<file path="src/sv/lkv_pkg.sv">
`timescale 1ns / 1ps
// ----------------------------------------------------------------------------
// lkv_pkg
// Shared constants, types and codes for the lru key-value cache.
// ----------------------------------------------------------------------------
package lkv_pkg;

    localparam int ENTRIES = 8;
    localparam int KEY_W   = 32;
    localparam int VAL_W   = 32;
    localparam int CAP_W   = 4;
    localparam int OCC_W   = $clog2(ENTRIES + 1);
    localparam int CNT_W   = (OCC_W > CAP_W) ? OCC_W : CAP_W;

    localparam logic [CAP_W-1:0] CAP_RESET = CAP_W'(8);

    localparam int IN_TDATA_W  = ((KEY_W + VAL_W + 7) / 8) * 8;
    localparam int OUT_BITS    = 1 + VAL_W + 1 + KEY_W + KEY_W + 1;
    localparam int OUT_TDATA_W = ((OUT_BITS + 7) / 8) * 8;

    typedef enum logic {
        OP_PUT = 1'b0,
        OP_GET = 1'b1
    } t_op;

    typedef logic [KEY_W-1:0]        t_key;
    typedef logic signed [VAL_W-1:0] t_value;

    typedef struct packed {
        logic shift;
        logic wr_value;
        logic valid_en;
        logic valid_d;
    } t_cell_ctrl;

    typedef struct packed {
        logic   hit;
        t_value read_value;
        logic   evicted;
        t_key   evicted_key;
        t_key   most_recent_key;
        logic   store_empty;
    } t_result;

endpackage

</file>
<file path="src/sv/lkv_cell.sv">
`timescale 1ns / 1ps
// ----------------------------------------------------------------------------
// lkv_cell
// One slot of the recency chain: holds a key, a value and a valid mark,
// compares its key with the request and takes its neighbor's entry on shift.
// ----------------------------------------------------------------------------
module lkv_cell import lkv_pkg::*; (
    input  logic       i_clk,
    input  logic       i_rst_n,
    input  t_cell_ctrl i_ctrl,
    input  t_key       i_prev_key,
    input  t_value     i_prev_value,
    input  t_value     i_wr_value,
    input  t_key       i_cmp_key,
    output t_key       o_key,
    output t_value     o_value,
    output logic       o_valid,
    output logic       o_match
);

    t_key   r_key;
    t_value r_value;
    logic   r_valid;

    always_ff @(posedge i_clk) begin
        if (!i_rst_n) begin
            r_valid <= 1'b0;
        end else if (i_ctrl.valid_en) begin
            r_valid <= i_ctrl.valid_d;
        end
    end

    always_ff @(posedge i_clk) begin
        if (i_ctrl.shift) begin
            r_key   <= i_prev_key;
            r_value <= i_prev_value;
        end else if (i_ctrl.wr_value) begin
            r_value <= i_wr_value;
        end
    end

    assign o_key   = r_key;
    assign o_value = r_value;
    assign o_valid = r_valid;
    assign o_match = r_valid && (r_key == i_cmp_key);

endmodule

</file>
<file path="src/sv/lkv_ctrl.sv">
`timescale 1ns / 1ps
// ----------------------------------------------------------------------------
// lkv_ctrl
// Chain controller: capacity register, occupancy count, per-cell shift and
// write enables, and the result of each request.
// ----------------------------------------------------------------------------
module lkv_ctrl import lkv_pkg::*; (
    input  logic             i_clk,
    input  logic             i_rst_n,
    input  logic             i_cfg_wr_en,
    input  logic [CAP_W-1:0] i_cfg_wr_data,
    input  logic             i_accept,
    input  t_op              i_op,
    input  t_key             i_key,
    input  t_value           i_value,
    input  t_key             i_keys   [ENTRIES],
    input  t_value           i_values [ENTRIES],
    input  logic [ENTRIES-1:0] i_match,
    output t_cell_ctrl       o_ctrl   [ENTRIES],
    output t_key             o_head_key,
    output t_value           o_head_value,
    output t_result          o_result
);

    logic [CAP_W-1:0] r_capacity;
    logic [OCC_W-1:0] r_occ;
    logic [OCC_W-1:0] n_occ;

    logic [OCC_W-1:0] cap_eff;
    logic [OCC_W-1:0] base;
    logic             hit_any;
    logic             put_miss;
    logic             put_hit;
    logic             get_hit;
    logic             full;
    t_value           rd_sel;
    t_key             last_key;

    always_ff @(posedge i_clk) begin
        if (!i_rst_n) begin
            r_capacity <= CAP_RESET;
        end else if (i_cfg_wr_en) begin
            r_capacity <= i_cfg_wr_data;
        end
    end

    always_ff @(posedge i_clk) begin
        if (!i_rst_n) begin
            r_occ <= '0;
        end else if (i_accept) begin
            r_occ <= n_occ;
        end
    end

    always_comb begin
        if (r_capacity == '0) begin
            cap_eff = OCC_W'(1);
        end else if (CNT_W'(r_capacity) > CNT_W'(ENTRIES)) begin
            cap_eff = OCC_W'(ENTRIES);
        end else begin
            cap_eff = OCC_W'(r_capacity);
        end
    end

    // one-hot selects: the matching cell, and the least recent held cell
    always_comb begin
        rd_sel   = '0;
        last_key = '0;
        for (int i = 0; i < ENTRIES; i++) begin
            if (i_match[i]) begin
                rd_sel = rd_sel | i_values[i];
            end
            if (r_occ == OCC_W'(i + 1)) begin
                last_key = last_key | i_keys[i];
            end
        end
    end

    always_comb begin
        hit_any  = |i_match;
        put_miss = (i_op == OP_PUT) && !hit_any;
        put_hit  = (i_op == OP_PUT) && hit_any;
        get_hit  = (i_op == OP_GET) && hit_any;
        full     = r_occ >= cap_eff;
        base     = (put_miss && full) ? (cap_eff - OCC_W'(1)) : r_occ;
        n_occ    = put_miss ? (base + OCC_W'(1)) : r_occ;

        for (int i = 0; i < ENTRIES; i++) begin
            o_ctrl[i].shift    = i_accept &&
                                 ((put_miss && (OCC_W'(i) <= base)) ||
                                  (get_hit && (|(i_match >> i))));
            o_ctrl[i].wr_value = i_accept && put_hit && i_match[i];
            o_ctrl[i].valid_en = i_accept;
            o_ctrl[i].valid_d  = OCC_W'(i) < n_occ;
        end

        o_head_key   = i_key;
        o_head_value = (i_op == OP_PUT) ? i_value : rd_sel;

        o_result.hit         = hit_any;
        o_result.read_value  = get_hit ? rd_sel : '0;
        o_result.evicted     = put_miss && full;
        o_result.evicted_key = (put_miss && full) ? last_key : '0;
        if (put_miss || get_hit) begin
            o_result.most_recent_key = i_key;
        end else if (r_occ != '0) begin
            o_result.most_recent_key = i_keys[0];
        end else begin
            o_result.most_recent_key = '0;
        end
        o_result.store_empty = n_occ == '0;
    end

`ifndef SYNTH
    // keys in the chain stay unique
    a_match_onehot: assert property (@(posedge i_clk) disable iff (!i_rst_n)
        $onehot0(i_match))
        else $error("more than one cell matches the request key");

    a_occ_range: assert property (@(posedge i_clk) disable iff (!i_rst_n)
        r_occ <= OCC_W'(ENTRIES))
        else $error("occupancy beyond the number of cells");

    a_evict_fill: assert property (@(posedge i_clk) disable iff (!i_rst_n)
        (i_accept && put_miss && full) |=> (r_occ == $past(cap_eff)))
        else $error("eviction did not leave the store at capacity");

    a_get_keeps_occ: assert property (@(posedge i_clk) disable iff (!i_rst_n)
        (i_accept && (i_op == OP_GET)) |=> (r_occ == $past(r_occ)))
        else $error("get changed occupancy");
`endif

endmodule

</file>
<file path="src/sv/lru_key_value_cache.sv">
`timescale 1ns / 1ps
// ----------------------------------------------------------------------------
// lru_key_value_cache
// Key-value store in recency order, built as a shifting chain of cells with
// the most recent entry in cell 0.
// ----------------------------------------------------------------------------
//  channel  dir  handshake            payload
//  s        in   i_s_tvalid/o_s_tready tuser op, tdata key, value
//  m        out  o_m_tvalid/i_m_tready tdata hit .. store_empty
//  cfg      in   i_cfg_wr_en           i_cfg_wr_data capacity
//
//  one request per cycle: all cells compare in parallel and the chain
//  reorders in the cycle of acceptance; the result is registered in the
//  output register at the same edge. a stalled output holds the result and
//  blocks only further requests. synchronous reset clears valid marks,
//  occupancy and the output valid, and sets capacity to 8.
// ----------------------------------------------------------------------------
module lru_key_value_cache import lkv_pkg::*; (
    input  logic                   i_clk,
    input  logic                   i_rst_n,
    input  logic                   i_cfg_wr_en,
    input  logic [CAP_W-1:0]       i_cfg_wr_data,
    input  logic                   i_s_tvalid,
    output logic                   o_s_tready,
    input  logic [IN_TDATA_W-1:0]  i_s_tdata,   // key, value
    input  logic                   i_s_tuser,   // op
    output logic                   o_m_tvalid,
    input  logic                   i_m_tready,
    // hit, read_value, evicted, evicted_key, most_recent_key, store_empty
    output logic [OUT_TDATA_W-1:0] o_m_tdata
);

    logic       accept;
    t_op        req_op;
    t_key       req_key;
    t_value     req_value;

    t_key       cell_key   [ENTRIES];
    t_value     cell_value [ENTRIES];
    logic [ENTRIES-1:0] cell_valid;
    logic [ENTRIES-1:0] cell_match;
    t_cell_ctrl cell_ctrl  [ENTRIES];
    t_key       head_key;
    t_value     head_value;
    t_result    result;

    logic       r_m_valid;
    t_result    r_m_data;

    assign o_s_tready = !r_m_valid || i_m_tready;
    assign accept     = i_s_tvalid && o_s_tready;
    assign req_op     = t_op'(i_s_tuser);
    assign req_key    = i_s_tdata[KEY_W-1:0];
    assign req_value  = i_s_tdata[KEY_W+VAL_W-1:KEY_W];

    lkv_ctrl u_ctrl (
        .i_clk         (i_clk),
        .i_rst_n       (i_rst_n),
        .i_cfg_wr_en   (i_cfg_wr_en),
        .i_cfg_wr_data (i_cfg_wr_data),
        .i_accept      (accept),
        .i_op          (req_op),
        .i_key         (req_key),
        .i_value       (req_value),
        .i_keys        (cell_key),
        .i_values      (cell_value),
        .i_match       (cell_match),
        .o_ctrl        (cell_ctrl),
        .o_head_key    (head_key),
        .o_head_value  (head_value),
        .o_result      (result)
    );

    for (genvar g = 0; g < ENTRIES; g++) begin : g_cell
        t_key   prev_key;
        t_value prev_value;

        if (g == 0) begin : g_head
            assign prev_key   = head_key;
            assign prev_value = head_value;
        end else begin : g_link
            assign prev_key   = cell_key[g-1];
            assign prev_value = cell_value[g-1];
        end

        lkv_cell u_cell (
            .i_clk        (i_clk),
            .i_rst_n      (i_rst_n),
            .i_ctrl       (cell_ctrl[g]),
            .i_prev_key   (prev_key),
            .i_prev_value (prev_value),
            .i_wr_value   (req_value),
            .i_cmp_key    (req_key),
            .o_key        (cell_key[g]),
            .o_value      (cell_value[g]),
            .o_valid      (cell_valid[g]),
            .o_match      (cell_match[g])
        );
    end

    always_ff @(posedge i_clk) begin
        if (!i_rst_n) begin
            r_m_valid <= 1'b0;
        end else if (accept) begin
            r_m_valid <= 1'b1;
        end else if (i_m_tready) begin
            r_m_valid <= 1'b0;
        end
    end

    always_ff @(posedge i_clk) begin
        if (accept) begin
            r_m_data <= result;
        end
    end

    assign o_m_tvalid = r_m_valid;
    assign o_m_tdata  = OUT_TDATA_W'({r_m_data.store_empty,
                                      r_m_data.most_recent_key,
                                      r_m_data.evicted_key,
                                      r_m_data.evicted,
                                      r_m_data.read_value,
                                      r_m_data.hit});

`ifndef SYNTH
    // valid marks stay packed at the front of the chain
    a_valid_packed: assert property (@(posedge i_clk) disable iff (!i_rst_n)
        ((cell_valid & (cell_valid + ENTRIES'(1))) == '0))
        else $error("valid cells are not contiguous from the front");

    a_empty_front: assert property (@(posedge i_clk) disable iff (!i_rst_n)
        (accept && cell_valid[0]) |=> !result.store_empty || !r_m_data.store_empty
            || !cell_valid[0])
        else $error("store reported empty while cell 0 is valid");

    a_hit_valid: assert property (@(posedge i_clk) disable iff (!i_rst_n)
        result.hit |-> (cell_valid != '0))
        else $error("hit reported with no valid cell");
`endif

endmodule

</file>
<file path="config.mk">
export PLATFORM = sky130hd
export DESIGN_NAME = lru_key_value_cache
export DESIGN_NICKNAME = d
export VERILOG_FILES = /design/src/sv/lkv_pkg.sv /design/src/sv/lkv_cell.sv /design/src/sv/lkv_ctrl.sv /design/src/sv/lru_key_value_cache.sv
export SDC_FILE = /design/constraint.sdc
export NUM_CORES = 1
export LEC_CHECK = 0
export BUFFER_PORTS_ARGS = -buffer_cell sky130_fd_sc_hd__buf_4
export CORE_MARGIN = 5
export CORE_UTILIZATION = 55
export CTS_CLUSTER_SIZE = 8
export DETAILED_ROUTE_END_ITERATION = 16
export PLACE_DENSITY = 0.73
export SLEW_MARGIN = 10
export SYNTH_ARGS = -nofsm -noshare
export SYNTH_HDL_FRONTEND = slang
export SYNTH_SLANG_ARGS = --single-unit
</file>
<file path="constraint.sdc">
create_clock -name i_clk -period 10.3 [get_ports i_clk]
set_input_delay 0.515 -clock i_clk [delete_from_list [all_inputs] [get_ports i_clk]]
set_output_delay 0.515 -clock i_clk [all_outputs]
set_load 0.01 [all_outputs]
</file>
Word level (Yosys, flattened, before mapping)
Index checks and enable logic that the tools add are counted.
{ "classes": {"n_eq_ne": 16, "bitwise": 15, "order_cmp": 18, "add_sub_neg": 2, "n_reduce_logical": 77, "n_mux": 41} }
{ "ops": {"columns": ["cell", "count"], "rows": [
  ["32-bit 2-to-1 mux", 35],
  ["32-bit OR", 14],
  ["32-bit equality test", 8],
  ["1-bit logical AND", 46],
  ["2-bit nonzero test", 9],
  ["4-bit by 3-bit equality test with 1-bit output, second input constant", 4],
  ["3-bit by 4-bit less-or-equal comparator with 1-bit output, first input constant", 4],
  ["3-bit by 4-bit < comparator with 1-bit output, first input constant", 4],
  ["4-bit 2-to-1 mux", 4],
  ["1-bit logical OR", 10],
  ["4-bit by 2-bit equality test with 1-bit output, second input constant", 2],
  ["1-bit by 4-bit less-or-equal comparator with 1-bit output, first input constant", 2],
  ["2-bit by 4-bit less-or-equal comparator with 1-bit output, first input constant", 2],
  ["4-bit logical NOT", 2],
  ["1-bit by 4-bit < comparator with 1-bit output, first input constant", 2],
  ["2-bit by 4-bit < comparator with 1-bit output, first input constant", 2],
  ["8-bit OR reduction", 1],
  ["7-bit OR reduction", 1],
  ["6-bit OR reduction", 1],
  ["5-bit OR reduction", 1],
  ["4-bit by 1-bit adder with 4-bit output, second input constant", 1],
  ["4-bit by 1-bit equality test with 1-bit output, second input constant", 1],
  ["4-bit equality test, second input constant", 1],
  ["4-bit greater-or-equal comparator", 1],
  ["9 further kinds", 11]
]} }
{ "totals": {"inputBits": 74, "reg_bits": 628} }

Longest topological paths before layout
{ "depth": {"depth_word": 19, "mapped_depth": 21, "depth_no_buf": 18} }

Modules after synthesis
A second synthesis with hierarchy kept.
{ "hier_totals": {"hier_cells": 2057, "area_unflattened_um2": 29773.6} }
{ "by_module_without_submodules": {"columns": ["mod", "instances", "cells_each", "area_each_um2"], "rows": [
  ["lkv_cell", 8, 148, 2700.1],
  ["lkv_ctrl", 1, 763, 5101.1],
  ["lru_key_value_cache", 1, 110, 3071.7]
]} }

Least setup slack after synthesis
Ideal clock, no wire load.
{ "synth_timing": {"path_type": "input to register", "start": "input port i_s_tdata[26]", "end": "register g_cell[6].u_cell.r_value[0] (enable)", "arrival_time_ns": 5.618, "slack_ns": 4.241, "required_ns": 9.859, "cell_stages": 16, "path_cell_list": "buf_4 -> o211ai_1 -> a2111oi_0 -> and4b_1 -> buf_2 -> or4_4 -> or3_1 -> or3_1 -> inv_1 -> ha_1 -> nand3_1 -> clkbuf_1 -> o21ai_0 -> ha_1 -> o21bai_1 -> a31oi_1"} }
{ "synth_rtl": {"columns": ["element", "line", "source"], "rows": [
  ["start, declared", "lru_key_value_cache.sv:25", "input logic [IN_TDATA_W-1:0] i_s_tdata,"],
  ["end signal, assigned", "lkv_cell.sv:36", "r_value <= i_prev_value;"],
  ["end signal, assigned", "lkv_cell.sv:38", "r_value <= i_wr_value;"],
  ["end, declared", "lkv_cell.sv:22", "t_value r_value;"]
]} }

==> impl_metrics.tcl <==
set metrics [dict create \
    crit_path_max_fanout 45 \
    path_clk_slew_ns 0.05 \
    grt_max_degree 65 \
    cts_setup_buffers 0 \
    h-tree-depth 3 \
    worstHoldStart "i_cfg_wr_data[3]" \
    crit_cells 17 \
    p_leak_nw 11.14 \
    synth_area_mm2 0.02913 \
    core-area_mm2 0.05255 \
    cts_inserted_buffers 88 \
    routedWlPerCell_um 30.73 \
    r2r-end "g_cell[2].u_cell.o_value[2]" \
    cts-resized-gates 0 \
    cts_tree "done" \
    die_area_mm2 0.05766 \
    hold_path_depth 3 \
    gp_congestion 0.9639 \
    drc 0 \
    async_reset_ff_share_pct 0 \
    cp-end-kind "flip-flop" \
    dieWidth_um 240.1 \
    routed_via_density 6.768 \
    num_vias 19200 \
    synth-seq-cells 627 \
    dr.first_iter.drc_count 2232 \
    seqCellArea_mm2 0.01867 \
    combPwrFrac_pct 9.8 \
    yosysSeqAreaShare_pct 64.09 \
    vdd_drop_max_v 0.0001437 \
    io_buffers 174 \
    timing.rr.start "g_cell[7].u_cell.o_key[21]" \
    seqPwrFrac_pct 48.7 \
    switching_power_mw 1.537 \
    io_pins 180 \
    slew_violations 0 \
    first_pass_iters 6 \
    antenna_found_initial 3 \
    pwr-share-clk_pct 41.6 \
    path_buf_inv 3 \
    yosys_warnings 0 \
    drive_gt1_share_pct 25.57 \
    final_nets 2209 \
    dpl.hpwl_um 54760 \
    fmax_mhz 130.1 \
    worst_pin_slew_ns 1.238 \
    r2r_slack_ns 2.62 \
    initial_utilization_pct 55.42 \
    final_util_pct 63.68 \
    status "completed" \
    reg2reg_depth 17 \
    cts_hold_buf 0 \
    skew_ns 0.02932 \
    synth_edf_count 611 \
    die_h_um 240.1 \
    hold_path_end "u_ctrl.r_capacity[3]" \
    fillCellCount 3847 \
    setup_tns_ns 0 \
    swShare_pct 24.53 \
    critical-path-max-stage-delay_ns 0.82 \
    cp_slowest_cell "buf_4" \
    multi_input_comb_area_mm2 0.009852 \
    grt_pass1_vias 19380 \
    setup_violations 0 \
    slew_headroom_pct 17.49 \
    critPathRequiredTime_ns 10.68 \
    drv_cap 0 \
    syn_inst 1955 \
    grt_usage_pct 29.84 \
    hp-class "input pin to flip-flop" \
    drtAntennaViolNets 0 \
    grt_overflow 0 \
    powerDensity_mw_per_mm2 187.2 \
    hold_viol_final 0 \
    internal_power_mw 4.729 \
    yosysUniqueCellTypes 64 \
    clock-sinks 627 \
    arrival_ns 8.06 \
    cp-start-kind "flip-flop" \
    root_buffer "clkbuf_16" \
    ys.flop_type "edfxtp_1" \
    crit_chain "xor2_1 -> nor4_1 -> nand4_1 -> nor3_4 -> buf_4 -> or4_4 -> or3_1 -> or3_1 -> inv_1 -> ha_1 -> nand3_1 -> o21ai_0 -> ha_1 -> o31ai_1 -> a21oi_4 -> buf_4 -> mux2_2" \
    rsz0062_at_grt "no" \
    period_share_pct 74.60 \
    grt_pass1_wl_um 128500 \
    clk_latency_ns 0.64 \
    area_growth_syn_to_layout_pct 14.90 \
    path_class "flip-flop to flip-flop" \
    cts_buffer_depth 3 \
    syn_avg_cell_area_um2 14.90 \
    cp_top_family "simple AND/OR/NAND/NOR gates" \
    row_count 84 \
    drt_wl_total_um 87190 \
    finalCriticalPeriod_ns 7.684 \
]
-- worst register-to-register path: cells and delay by family (launching register included) --
family	cells	cell delay, ns
AOI/OAI and AO/OA	3	1.47
xor gates and xnor gates	1	0.52
adders and majority gates	2	0.82
buffers and inverters	3	1.21
DFF	1	0.41
muxes	1	0.45
and+or+nand+nor	7	2.54
-- kinds of logic after synthesis --
logic type               after synthesis  share of synthesized area (%)
AND/OR/NAND/NOR                      263                          4.979
XOR/XNOR                             257                          7.728
adder cells (fa/ha/maj)               10                         0.4296
other                                  1                        0.01288
multiplexers                         230                          9.245
flip-flops                           627                          64.09
AO/OA/AOI/OAI                        414                          10.78
buffers and inverters                153                          2.728
-- power groups by stage --
stage | Sequential (mW) | Clock (mW) | Combinational (mW)
floorplan | 3.08 | 0 | 0.356
global placement | 3.09 | 0 | 0.591
detailed placement | 3.09 | 0 | 0.603
CTS | 3.05 | 2.62 | 0.606
global route | 3.06 | 2.75 | 0.641
finish | 3.05 | 2.60 | 0.613
-- synth_stat cells (all sizes together), types with 2 or more instances --
| cell | number | area, µm² |
|---|---|---|
| buf | 65 | 464.2 |
| a2111oi | 2 | 23.77 |
| inv | 14 | 52.55 |
| and2 | 3 | 18.77 |
| a22oi | 169 | 1269 |
| and4 | 20 | 175.2 |
| o31ai | 2 | 15.01 |
| nand2 | 56 | 210.2 |
| a211oi | 2 | 15.01 |
| o21ai | 45 | 225.2 |
| a22o | 76 | 665.6 |
| nand2b | 6 | 37.54 |
| o211ai | 2 | 15.01 |
| xor2 | 187 | 1638 |
| nand4 | 25 | 156.4 |
| nor4 | 46 | 317.8 |
| and3 | 13 | 81.33 |
| a31o | 5 | 43.79 |
| a31oi | 38 | 237.7 |
| mux2 | 225 | 2643 |
| nor2 | 54 | 205.2 |
| dfxtp | 16 | 320.3 |
| nand3 | 12 | 60.06 |
| edfxtp | 611 | 18350 |
| o221a | 2 | 22.52 |
| o21bai | 2 | 15.01 |
| xnor2 | 70 | 613.1 |
| mux2i | 5 | 50.05 |
| or3 | 4 | 25.02 |
| clkbuf | 74 | 277.8 |
| ha | 10 | 125.1 |
| a221oi | 44 | 385.4 |
| o41ai | 2 | 36.29 |
| nor3 | 18 | 110.1 |
| a21oi | 16 | 110.1 |
-- layout by cell type, fill, tap and decap left out, types with 3 or more instances in the layout --
master	netlist	routed
a31oi_4	0	3
nor2_1	53	48
inv_1	14	13
or3_1	4	4
a21oi_4	2	6
clkbuf_16	0	88
buf_4	39	215
a22oi_1	169	169
mux2_1	28	28
a31oi_1	38	35
nor3_4	0	4
dfxtp_1	16	16
nor3_2	4	5
mux2_2	168	168
mux2_4	29	29
a22o_1	76	76
nor4_1	44	44
a31o_2	4	5
a21oi_1	12	9
nor2_2	1	3
conb_1	1	5
nor3_1	14	9
nand2_1	56	55
nand3_1	12	12
and3_1	13	13
xor2_1	187	187
nand4_1	25	25
nor2_4	0	3
and4_1	20	20
o21ai_0	44	44
nand2b_1	6	6
a221oi_1	44	44
clkinv_8	0	5
xnor2_1	70	70
edfxtp_1	611	611
ha_1	10	10
mux2i_1	5	5
clkbuf_1	74	16
-- registers in the layout, summed over array words and instances (netlist names) --
register	cells
u_ctrl.r_occ	3
o_m_tvalid	1
u_ctrl.r_capacity	4
g_cell.u_cell.o_value	256
g_cell.u_cell.o_valid	8
g_cell.u_cell.o_key	256
o_m_tdata	99
-- worst max path at each step --
stage,startpoint,endpoint
final,g_cell[7].u_cell.o_key[21],g_cell[2].u_cell.o_value[2]
after global routing,g_cell[7].u_cell.o_key[21],g_cell[2].u_cell.o_value[23]
after CTS,g_cell[7].u_cell.o_key[21],g_cell[2].u_cell.o_value[2]
after detailed placement,i_s_tdata[21],g_cell[2].u_cell.o_value[2]
after global placement,i_s_tdata[21],g_cell[2].u_cell.o_value[31]
after floorplan,i_s_tdata[26],g_cell[6].u_cell.o_value[0]
-- stage by stage --
stage	cell area [µm²]	hold WS, ns	total power [mW]	setup slack, ns	instances
global placement	31050	0.4745	3.681	2.771	2723
CTS	33460	0.09471	6.278	2.798	2835
floorplan	29140	0.4511	3.435	4.241	1959
detailed placement	31050	0.4840	3.698	2.498	2723
finish	33470	0.1207	6.266	2.616	2837
global route	33460	0.1296	6.447	2.361	2836
-- layer usage --
layer / part of all wire, % / global-route usage (%)
met5: 0.034 / 0
met3: 10 / 6.515
met1: 38 / 40.32
met2: 47 / 47.04
met4: 4.6 / 13.20
-- cell type report --
| cell class | count | share of cell area (%) |
|---|---|---|
| inverter | 14 | 0.1645 |
| multi-input combinational | 1179 | 29.44 |
| clock inverter | 8 | 0.4449 |
| clock buffer | 104 | 6.760 |
| timing repair buffer | 215 | 4.823 |
| tap | 688 | 2.572 |
| sequential | 627 | 55.78 |
| antenna | 2 | 0.01495 |
No activity file was read; power rests on OpenSTA's default activity.
